## src/rtl/csc_pkg.sv

```systemverilog
// compressor start/stop control: shared constants, register indexes and types
// no dependencies
`timescale 1ns / 1ps
`default_nettype none
package csc_pkg;

  localparam int DELAY_BITS = 16;
  localparam int LP_LIMIT   = 30;
  localparam int LP_BITS    = $clog2(LP_LIMIT + 1);
  localparam int CFG_DATA_BITS = 16;
  localparam int CFG_IDX_BITS  = 3;

  typedef enum logic [CFG_IDX_BITS-1:0] {
    CFG_RESTART_DELAY  = 3'd0,
    CFG_START_DELAY    = 3'd1,
    CFG_PUMP_DOWN_TIME = 3'd2,
    CFG_LP_START_USE   = 3'd3,
    CFG_PUMP_DOWN_USE  = 3'd4,
    CFG_LP_STOP_USE    = 3'd5
  } csc_cfg_idx_t;

  typedef struct packed {
    logic [15:0] restart_delay;
    logic [15:0] start_delay;
    logic [15:0] pump_down_time;
    logic        lp_start_use;
    logic        pump_down_use;
    logic        lp_stop_use;
  } csc_cfg_t;

  typedef struct packed {
    logic                  started;
    logic [DELAY_BITS-1:0] restart_count;
    logic [DELAY_BITS-1:0] delay_count;
    logic [LP_BITS-1:0]    lp_integrator;
    logic                  permit;
    logic                  valve_state;
    logic                  compressor_state;
  } csc_state_t;

  typedef struct packed {
    logic run;
    logic low_pressure_ok;
    logic hard_kill;
  } csc_tick_t;

endpackage
`default_nettype wire

```

## src/rtl/csc_in_if.sv

```systemverilog
// input channel: valid/ready handshake carrying one tick word
// depends on nothing
`timescale 1ns / 1ps
`default_nettype none
interface csc_in_if;
  logic valid;
  logic ready;
  logic run;
  logic low_pressure_ok;
  logic hard_kill;

  modport source (output valid, output run, output low_pressure_ok, output hard_kill,
                  input ready);
  modport sink (input valid, input run, input low_pressure_ok, input hard_kill,
                output ready);
endinterface
`default_nettype wire

```

## src/rtl/csc_out_if.sv

```systemverilog
// result channel: valid/ready handshake carrying valve and compressor drive
// depends on nothing
`timescale 1ns / 1ps
`default_nettype none
interface csc_out_if;
  logic valid;
  logic ready;
  logic valve_on;
  logic compressor_on;

  modport source (output valid, output valve_on, output compressor_on, input ready);
  modport sink (input valid, input valve_on, input compressor_on, output ready);
endinterface
`default_nettype wire

```

## src/rtl/csc_step.sv

```systemverilog
// next-state logic for one tick of the compressor sequencer
// depends on csc_pkg
`timescale 1ns / 1ps
`default_nettype none
module csc_step (
  input  wire csc_pkg::csc_cfg_t   cfg,
  input  wire csc_pkg::csc_state_t cur,
  input  wire csc_pkg::csc_tick_t  tick,
  output csc_pkg::csc_state_t      nxt
);

  always_comb begin
    nxt = cur;
    if (!nxt.started) begin
      nxt.started       = 1'b1;
      nxt.restart_count = csc_pkg::DELAY_BITS'(cfg.restart_delay);
    end

    if (tick.run) begin
      if (nxt.restart_count == '0) begin
        nxt.valve_state = 1'b1;
        if (!nxt.permit) begin
          nxt.compressor_state = 1'b0;
          nxt.delay_count      = csc_pkg::DELAY_BITS'(cfg.start_delay);
        end else if (nxt.delay_count == '0) begin
          nxt.compressor_state = 1'b1;
        end
        if (cfg.lp_start_use) begin
          if (tick.low_pressure_ok) begin
            if (nxt.lp_integrator >= csc_pkg::LP_BITS'(csc_pkg::LP_LIMIT)) begin
              nxt.permit = 1'b1;
            end else begin
              nxt.lp_integrator = nxt.lp_integrator + 1'b1;
            end
          end else begin
            if (nxt.lp_integrator == '0) begin
              nxt.permit = 1'b0;
            end else begin
              nxt.lp_integrator = nxt.lp_integrator - 1'b1;
            end
          end
        end else begin
          nxt.permit = 1'b1;
        end
      end
    end else begin
      nxt.lp_integrator = '0;
      if (nxt.valve_state) begin
        nxt.valve_state   = 1'b0;
        nxt.delay_count   = csc_pkg::DELAY_BITS'(cfg.pump_down_time);
        nxt.restart_count = csc_pkg::DELAY_BITS'(cfg.restart_delay);
      end
      if ((nxt.delay_count == '0 && cfg.pump_down_use) ||
          (cfg.lp_stop_use && !tick.low_pressure_ok) || tick.hard_kill) begin
        nxt.permit           = 1'b0;
        nxt.compressor_state = 1'b0;
      end
    end

    if (nxt.delay_count != '0) begin
      nxt.delay_count = nxt.delay_count - 1'b1;
    end
    if (nxt.restart_count != '0) begin
      nxt.restart_count = nxt.restart_count - 1'b1;
    end
  end

endmodule
`default_nettype wire

```

## src/rtl/compressor_start_stop_control_top.sv

```systemverilog
// compressor start/stop control top level: config registers, state and result register
// depends on csc_pkg, csc_in_if, csc_out_if, csc_step
`timescale 1ns / 1ps
`default_nettype none
// Each accepted input word is one tick and yields exactly one result word (valve and
// compressor drive after that tick) in the following cycle. A new word is accepted every
// cycle while the result register is empty or being drained; throughput is one tick per
// cycle, set by the combinational next-state logic in csc_step. Configuration writes take
// effect at the clock edge of the write and should only be made while the block is idle.
module compressor_start_stop_control_top (
  input  wire                                  clk,
  input  wire                                  rst_n,
  csc_in_if.sink                               in_ch,
  csc_out_if.source                            out_ch,
  input  wire                                  cfg_we,
  input  wire [csc_pkg::CFG_IDX_BITS-1:0]      cfg_index,
  input  wire [csc_pkg::CFG_DATA_BITS-1:0]     cfg_wdata
);

  csc_pkg::csc_cfg_t   cfg_r;
  csc_pkg::csc_state_t state_r;
  csc_pkg::csc_state_t state_nxt;
  csc_pkg::csc_tick_t  tick;
  logic                out_valid_r;
  logic                valve_r;
  logic                comp_r;
  logic                in_fire;

  assign in_ch.ready = !out_valid_r || out_ch.ready;
  assign in_fire     = in_ch.valid && in_ch.ready;
  assign tick        = '{run: in_ch.run, low_pressure_ok: in_ch.low_pressure_ok,
                         hard_kill: in_ch.hard_kill};

  csc_step u_step (
    .cfg  (cfg_r),
    .cur  (state_r),
    .tick (tick),
    .nxt  (state_nxt)
  );

  always_ff @(posedge clk) begin
    if (!rst_n) begin
      cfg_r <= '0;
    end else if (cfg_we) begin
      case (csc_pkg::csc_cfg_idx_t'(cfg_index))
        csc_pkg::CFG_RESTART_DELAY:  cfg_r.restart_delay  <= cfg_wdata[15:0];
        csc_pkg::CFG_START_DELAY:    cfg_r.start_delay    <= cfg_wdata[15:0];
        csc_pkg::CFG_PUMP_DOWN_TIME: cfg_r.pump_down_time <= cfg_wdata[15:0];
        csc_pkg::CFG_LP_START_USE:   cfg_r.lp_start_use   <= cfg_wdata[0];
        csc_pkg::CFG_PUMP_DOWN_USE:  cfg_r.pump_down_use  <= cfg_wdata[0];
        csc_pkg::CFG_LP_STOP_USE:    cfg_r.lp_stop_use    <= cfg_wdata[0];
        default: ;
      endcase
    end
  end

  always_ff @(posedge clk) begin
    if (!rst_n) begin
      state_r     <= '0;
      out_valid_r <= 1'b0;
    end else begin
      if (in_fire) begin
        state_r <= state_nxt;
      end
      if (in_fire) begin
        out_valid_r <= 1'b1;
      end else if (out_ch.ready) begin
        out_valid_r <= 1'b0;
      end
    end
  end

  // result payload
  always_ff @(posedge clk) begin
    if (in_fire) begin
      valve_r <= state_nxt.valve_state;
      comp_r  <= state_nxt.compressor_state;
    end
  end

  assign out_ch.valid         = out_valid_r;
  assign out_ch.valve_on      = valve_r;
  assign out_ch.compressor_on = comp_r;

`ifndef SYNTHESIS
  a_result_follows: assert property (@(posedge clk) disable iff (!rst_n)
    in_fire |=> out_valid_r)
    else $error("accepted tick produced no result");

  a_lp_range: assert property (@(posedge clk) disable iff (!rst_n)
    state_r.lp_integrator <= csc_pkg::LP_BITS'(csc_pkg::LP_LIMIT))
    else $error("low-pressure integrator out of range");

  a_started_sticky: assert property (@(posedge clk) disable iff (!rst_n)
    state_r.started |=> state_r.started)
    else $error("started flag cleared without reset");

  a_stop_clears_lp: assert property (@(posedge clk) disable iff (!rst_n)
    (in_fire && !in_ch.run) |=> (state_r.lp_integrator == '0))
    else $error("stop tick left integrator nonzero");
`endif

endmodule
`default_nettype wire
```

## src/flat_wrapper.sv

```systemverilog
// flat-port wrapper written by rule: the top's interface ports become plain ports
module compressor_start_stop_control_top_flat 
  (clk, rst_n, cfg_we, cfg_index, cfg_wdata, in_ch_valid, in_ch_run, in_ch_low_pressure_ok, in_ch_hard_kill, in_ch_ready, out_ch_valid, out_ch_valve_on, out_ch_compressor_on, out_ch_ready);
  csc_in_if in_ch_i ();
  csc_out_if out_ch_i ();
  input  wire clk;
  input  wire rst_n;
  input  wire cfg_we;
  input  wire [csc_pkg::CFG_IDX_BITS-1:0] cfg_index;
  input  wire [csc_pkg::CFG_DATA_BITS-1:0] cfg_wdata;
  input wire logic [$bits(in_ch_i.valid)-1:0] in_ch_valid;
  input wire logic [$bits(in_ch_i.run)-1:0] in_ch_run;
  input wire logic [$bits(in_ch_i.low_pressure_ok)-1:0] in_ch_low_pressure_ok;
  input wire logic [$bits(in_ch_i.hard_kill)-1:0] in_ch_hard_kill;
  output wire logic [$bits(in_ch_i.ready)-1:0] in_ch_ready;
  output wire logic [$bits(out_ch_i.valid)-1:0] out_ch_valid;
  output wire logic [$bits(out_ch_i.valve_on)-1:0] out_ch_valve_on;
  output wire logic [$bits(out_ch_i.compressor_on)-1:0] out_ch_compressor_on;
  input wire logic [$bits(out_ch_i.ready)-1:0] out_ch_ready;
  assign in_ch_i.valid = in_ch_valid;
  assign in_ch_i.run = in_ch_run;
  assign in_ch_i.low_pressure_ok = in_ch_low_pressure_ok;
  assign in_ch_i.hard_kill = in_ch_hard_kill;
  assign in_ch_ready = in_ch_i.ready;
  assign out_ch_valid = out_ch_i.valid;
  assign out_ch_valve_on = out_ch_i.valve_on;
  assign out_ch_compressor_on = out_ch_i.compressor_on;
  assign out_ch_i.ready = out_ch_ready;
  compressor_start_stop_control_top u_core (.clk(clk), .rst_n(rst_n), .in_ch(in_ch_i), .out_ch(out_ch_i), .cfg_we(cfg_we), .cfg_index(cfg_index), .cfg_wdata(cfg_wdata));
endmodule
```

## config.mk

```make
export PLATFORM = sky130hd
export DESIGN_NAME = compressor_start_stop_control_top_flat
export DESIGN_NICKNAME = d
export VERILOG_FILES = /design/src/rtl/csc_pkg.sv /design/src/rtl/csc_in_if.sv /design/src/rtl/csc_out_if.sv /design/src/rtl/csc_step.sv /design/src/rtl/compressor_start_stop_control_top.sv /design/src/flat_wrapper.sv
export SDC_FILE = /design/constraint.sdc
export NUM_CORES = 1
export LEC_CHECK = 0
export BUFFER_PORTS_ARGS = -buffer_cell sky130_fd_sc_hd__buf_2
export CAP_MARGIN = 20
export CORE_MARGIN = 2
export CORE_UTILIZATION = 62
export CTS_CLUSTER_SIZE = 16
export DETAILED_ROUTE_END_ITERATION = 7
export PLACE_DENSITY = 0.82
export SYNTH_ARGS = -nofsm -noshare
export SYNTH_HDL_FRONTEND = slang
export SYNTH_SLANG_ARGS = --single-unit
```

## constraint.sdc

```tcl
create_clock -name clk -period 4.18 [get_ports clk]
set_input_delay 0.209 -clock clk [delete_from_list [all_inputs] [get_ports clk]]
set_output_delay 0.209 -clock clk [all_outputs]
set_load 0.1 [all_outputs]
```

* Word level (Yosys, flattened, before mapping)
Index checks and enable logic that the tools add are counted.
** Word-level totals
- Register bits after elaboration :: 95
- Bits in latches :: 0
- Memory bits (writable) :: 0
- ROM bits :: 0
- Output and inout bits :: 4
- Word-level logic and storage cells :: 79
- Memories kept :: 0
** Cells by class
- Add/subtract/negate cells :: 4
- Multipliers :: 0
- Div/mod/pow operators :: 0
- Magnitude comparators :: 1
- Equality and inequality tests :: 11
- Shift operators :: 0
- Multiplexer cells :: 22
- Bitwise logic cells :: 0
- Reduce and logical (&&, ||, !) cells :: 25
** Operators by type and width (number)
- two-way mux 16 bit :: 5
- two-way mux 32 bit :: 2
- logical NOT 16 bit :: 3
- two-way mux 24 bit :: 2
- nonzero test 16 bit :: 2
- subtractor 16 x 1 -> 16 bit (second input constant) :: 2
- two-way mux 5 bit :: 3
- AND reduction 2 bit :: 6
- AND reduction 5 bit :: 2
- two-way mux 1 bit :: 9
- != test 4 bit (second input constant) :: 2
- equality test 3 x 2 -> 1 bit (second input constant) :: 2
- equality test 3 bit (second input constant) :: 2
- two-way mux 6 bit :: 1
- != test 3 bit (second input constant) :: 2
- adder 5 x 1 -> 5 bit (second input constant) :: 1
- greater-or-equal comparator 5 bit (second input constant) :: 1
- logical NOT 5 bit :: 1
- subtractor 5 x 1 -> 5 bit (second input constant) :: 1
- != test 2 x 1 -> 1 bit (second input constant) :: 2
- nonzero test 2 bit :: 2
- equality test 3 x 1 -> 1 bit (second input constant) :: 1
- logical AND 1 bit :: 3
- logical NOT 3 bit :: 1
- other kinds (2) :: 5

* Depth between registers and ports, before layout
- Depth in word-level cells :: 11
- Depth in mapped cells :: 13
- Depth with buffers taken out :: 12

* Modules after synthesis
From an unflattened synthesis, not the netlist that was laid out.
** Unflattened totals
- Cell total of the unflattened synthesis :: 753
- Area, all modules :: 6114.6 um2
** Modules (own cells, without submodules)
- compressor_start_stop_control_top :: instances 1, cells an instance 378, area each 3548.4 um2
- csc_step :: instances 1, cells an instance 375, area each 2566.2 um2

* Least setup slack after synthesis
No wires, ideal clock.
- Path kind :: register to register
- Start :: register u_core.state_r[26] (netlist name)
- End :: register u_core.state_r[20] (netlist name)
- Setup time :: 0.062 ns
- Data arrival time :: 3.105 ns
- Data required time :: 4.118 ns
- Setup slack :: 1.013 ns
- Cell stages (with the launch flop) :: 12
- Clock period less this slack :: 3.167 ns
- Cell sequence :: dfxtp_1 -> nor4_4 -> nand3_2 -> o32ai_4 -> nor2_2 -> a221oi_4 -> ha_1 -> inv_1 -> a211oi_1 -> nand4_1 -> or3_1 -> nand3_1
** Between the ends
- Longest elaborated chain between the ends :: 6
- Elaborated cells on any way between the ends :: 7
** Ends and longest elaborated chain
- start, declared :: RTL line compressor_start_stop_control_top.sv:21 : csc_pkg::csc_state_t state_r;
- start signal, assigned :: RTL line compressor_start_stop_control_top.sv:63 : state_r <= state_nxt;
- two-way mux 16 bit * :: RTL line csc_step.sv:14 : if (!nxt.started) begin
- logical NOT 16 bit * :: RTL line csc_step.sv:20 : if (nxt.restart_count == '0) begin
- two-way mux 24 bit * :: RTL line csc_step.sv:20
- two-way mux 24 bit * :: RTL line csc_step.sv:19 : if (tick.run) begin
- subtractor 16 x 1 -> 16 bit or nonzero test 16 bit (tied branches) :: RTL line csc_step.sv:61, csc_step.sv:60
- two-way mux 16 bit * :: RTL line csc_step.sv:60 : if (nxt.delay_count != '0) begin
Mark *: on every way between the ends. The rest lies on a longest branch, timed or not. The select of a mux whose other input is x is not followed.
A chain may end at the register's enable or synchronous reset.

* Worst setup path after layout
- Start :: register u_core.cfg_r[37] (netlist name)
- End :: register u_core.state_r[38] (netlist name)
** Between the ends
- Longest elaborated chain between the ends :: 6
- Elaborated cells on any way between the ends :: 7
** Ends and longest elaborated chain
- start, declared :: RTL line compressor_start_stop_control_top.sv:20 : csc_pkg::csc_cfg_t cfg_r;
- two-way mux 16 bit :: RTL line csc_step.sv:14
- two-way mux 32 bit :: RTL line csc_step.sv:48 : if (nxt.valve_state) begin
- two-way mux 32 bit :: RTL line csc_step.sv:19
- two-way mux 16 bit * :: RTL line csc_step.sv:19
- subtractor 16 x 1 -> 16 bit or nonzero test 16 bit (tied branches) :: RTL line csc_step.sv:64, csc_step.sv:63
- two-way mux 16 bit * :: RTL line csc_step.sv:63 : if (nxt.restart_count != '0) begin
Marked as above.

==> impl_metrics.toml <==
[drt]
antenna_left = 0
via_count = 5718
remaining_drc_errors = 0
drtIter0Drc = 624
drt_wl_total_um = 17090
viasPerCell = 6.626
post_drt_wl_per_cell_um = 19.80
drtPass1Iterations = 5

[clock_network]
clock-root-buffer = "clkbuf_8"
cts_buffer_depth = 2
insertion_delay_ns = 0.37
cts_buffers = 9
clkTransAtPathRegs_ns = 0.10
hold_buffers = 0
cts_resized = 0
cts_tree = "built"
htree_levels = 3
cts_setup_buffers = 0
cts_sinks = 95

[synthesis]
syn_nets = 774
synthAdderAreaFrac_pct = 1.914
synth_area_leaders = "dfxtp_1 (33%), nand2_1 (10%), a21oi_1 (7.6%), nor2_1 (3.6%), nand3_1 (2.9%)"
syn_inst = 739
synthMuxAreaShare_pct = 3.761
async_flop_share_pct = 0
synth_top_area_share_pct = 33.11
synth_area_um2 = 5623
synth_top_area_cell = "dfxtp_1"
ys_seq_area_share_pct = 34.18
yosysWarnings = 0
synth_compound_area_share_pct = 23.88
synth.most_common_cell = "nand2_1"
avgSynthCellArea_um2 = 7.609
synth_top_family_by_area = "simple AND/OR/NAND/NOR gates"
synthSimpleGateAreaFrac_pct = 29.97
ys_seq_elements = 95
synth_common_cells = "nand2_1 (153), dfxtp_1 (93), a21oi_1 (85), nor2_1 (54), nand3_1 (33)"
synth_cell_types = 86
synth-edff-count = 2
yosys_most_used_dff = "dfxtp_1"
synthXorXnorAreaFrac_pct = 2.336

[worst_hold_path]
min_path_cells = 3
worstHoldStart = "in_ch_valid"
hold_class = "input pin to register"

[timing]
min_period_ns = 3.728
fmax_ghz = 0.2682
drv_slew = 0
fin_tns_setup_ns = 0
rsz0062_at_grt = "no"
finalHoldViolations = 0
period_share_pct = 89.19
relSlewSlack_pct = 23.22
setup_viol = 0
finalClockSkew_ns = 0.01391
whs_ns = 0.07895
worstMarginPinSlew_ns = 1.149

[critical_path]
ff2ff_setup_slack_ns = 0.45
end_kind = "register"
critPathCapture = "u_core.state_r[38]$_SDFFE_PN0P_"
rr_endpoint = "u_core.state_r[38]$_SDFFE_PN0P_"
worstSetupStartpoint = "u_core.cfg_r[37]$_SDFFE_PN0P_"
crit_arrival_ns = 4.01
cp.required_ns = 4.47
start_kind = "register"
cp_max_fo = 13
reg2regPathDepth = 8
rr_startpoint = "u_core.cfg_r[37]$_SDFFE_PN0P_"
crit_type = "register to register"

[floorplanning]
ios = 31
die_x_um = 99.23
initial_core_util_pct = 64.16
die_area_um2 = 9847
core_area_um2 = 8763
die-height_um = 99.23
rows = 34

[pwr]
ir_worst_vdd_v = 0.0002415
p_seq_share_pct = 42.9
power_frac_clock_pct = 26.0
power.density_nw_per_um2 = 403.3
power_leakage_nw = 2.257
switching_power_w = 0.0009013
combPwrFrac_pct = 31.2
intPower_w = 0.001528
p_sw_share_pct = 37.10

[grt]
grt_remaining_overflow = 0
grt_pass1_vias = 5172
grt_max_degree = 54
grt_pass1_wl_um = 27260
grt_util_all_layers_pct = 34.91
grt_antenna_before_repair = 0

[finish]
fillers = 759
area.sequential_um2 = 1922
multi_input_area_um2 = 3478
area_delta_synth_final_pct = 7.143
diodes = 0
nets = 786
drive_above_1_share_pct = 12.05

[flow_run]
max-cap-violations = 0

[placement]
dp_hpwl_um = 12460
place.port_buffers = 30
gp_congestion = 0.9582

[run_status]
status = "complete, no violations"
-- cells by family after synthesis --
family          count (synthesis)
simple gates                  343
compound gates                202
flops                          95
buf+inv                        56
mux                            20
xor+xnor                       15
fa+ha+maj                       8
-- per-layer routing --
| metal | up-vias | track usage [%] | share of wire, % |
|---|---|---|---|
| li1 | 2691 | - | - |
| met5 | - | 0 | 0 |
| met1 | 2658 | 52.87 | 44 |
| met3 | 28 | 6.535 | 11 |
| met4 | 0 | 9.589 | 1.8 |
| met2 | 341 | 50.78 | 43 |
-- worst min path at each step --
stage	to	slack, ns
after floorplan	u_core.out_ch.valid$_SDFFE_PN0P_	0.34
after global placement	u_core.cfg_r[27]$_SDFFE_PN0P_	0.44
after detailed placement	u_core.cfg_r[25]$_SDFFE_PN0P_	0.45
after CTS	u_core.out_ch.valid$_SDFFE_PN0P_	0.07
after global routing	u_core.out_ch.valid$_SDFFE_PN0P_	0.08
final	u_core.out_ch.valid$_SDFFE_PN0P_	0.08
-- state kept, by name, summed over array words and instances (netlist names) --
signal,count
u_core.out_ch.compressor_on,1
u_core.cfg_r,51
u_core.out_ch.valid,1
u_core.state_r,41
u_core.out_ch.valve_on,1
-- cells in the final DEF, fill, tap and decap left out, types with 4 or more instances in the layout --
cell,netlist,final
a21oi_1,85,85
mux2i_1,14,14
nor3b_1,4,4
nand2_1,153,153
nor2_1,54,54
a211o_1,4,4
nand3_1,33,33
nand2b_1,7,7
xnor2_1,6,6
mux2_2,4,4
o211ai_1,4,4
inv_1,15,14
o21ai_0,30,30
ha_1,7,7
a31oi_1,10,10
o22ai_1,4,4
xor2_1,9,9
and2_1,8,8
a211oi_1,9,9
dfxtp_1,93,93
or4_1,5,5
or3_1,7,7
clkbuf_8,0,9
nor3_1,16,16
nand4_1,12,12
nor4_1,12,12
or2_2,5,5
a21o_1,6,6
buf_4,0,12
buf_2,4,30
-- critical path: stages, from the launching register on --
cell	delay [ns]
dfxtp_1	0.39
or3_1	0.41
a2111oi_0	0.77
o211ai_1	0.26
nor4b_2	0.64
a21boi_1	0.51
or3b_1	0.33
nand3_1	0.09
a41oi_1	0.23
-- power groups by stage --
| stage | clock, W | combinational [W] | sequential, W |
|---|---|---|---|
| 2_1_floorplan | 0 | 0.000551 | 0.00105 |
| 3_3_place_gp | 0 | 0.000723 | 0.00105 |
| 3_5_place_dp | 0 | 0.000736 | 0.00106 |
| 4_1_cts | 0.000634 | 0.000739 | 0.00104 |
| 5_1_grt | 0.000673 | 0.000822 | 0.00105 |
| 6_report | 0.000631 | 0.000757 | 0.00104 |
-- metrics by stage --
step / util (%) / setup WS, ns / std cells / total power (W) / instance area [um^2]
3_3_place_gp: 66.46 / 0.6950 / 847 / 0.001778 / 5824
5_1_grt: 68.75 / 0.2699 / 863 / 0.002543 / 6025
3_5_place_dp: 66.46 / 0.6062 / 847 / 0.001794 / 5824
6_report: 68.75 / 0.4520 / 863 / 0.002430 / 6025
4_1_cts: 68.66 / 0.6113 / 862 / 0.002410 / 6017
2_1_floorplan: - / 1.013 / 739 / 0.001602 / 5623
-- final cells by class --
type	count	area share (%)
repair buffers	42	3.988
clock inverters	5	1.080
well taps	108	2.243
multi-input cells	588	57.74
flip-flops and latches	95	31.90
clock buffers	10	2.118
inverters	15	0.9346
Power figures use the tool's default switching activity.
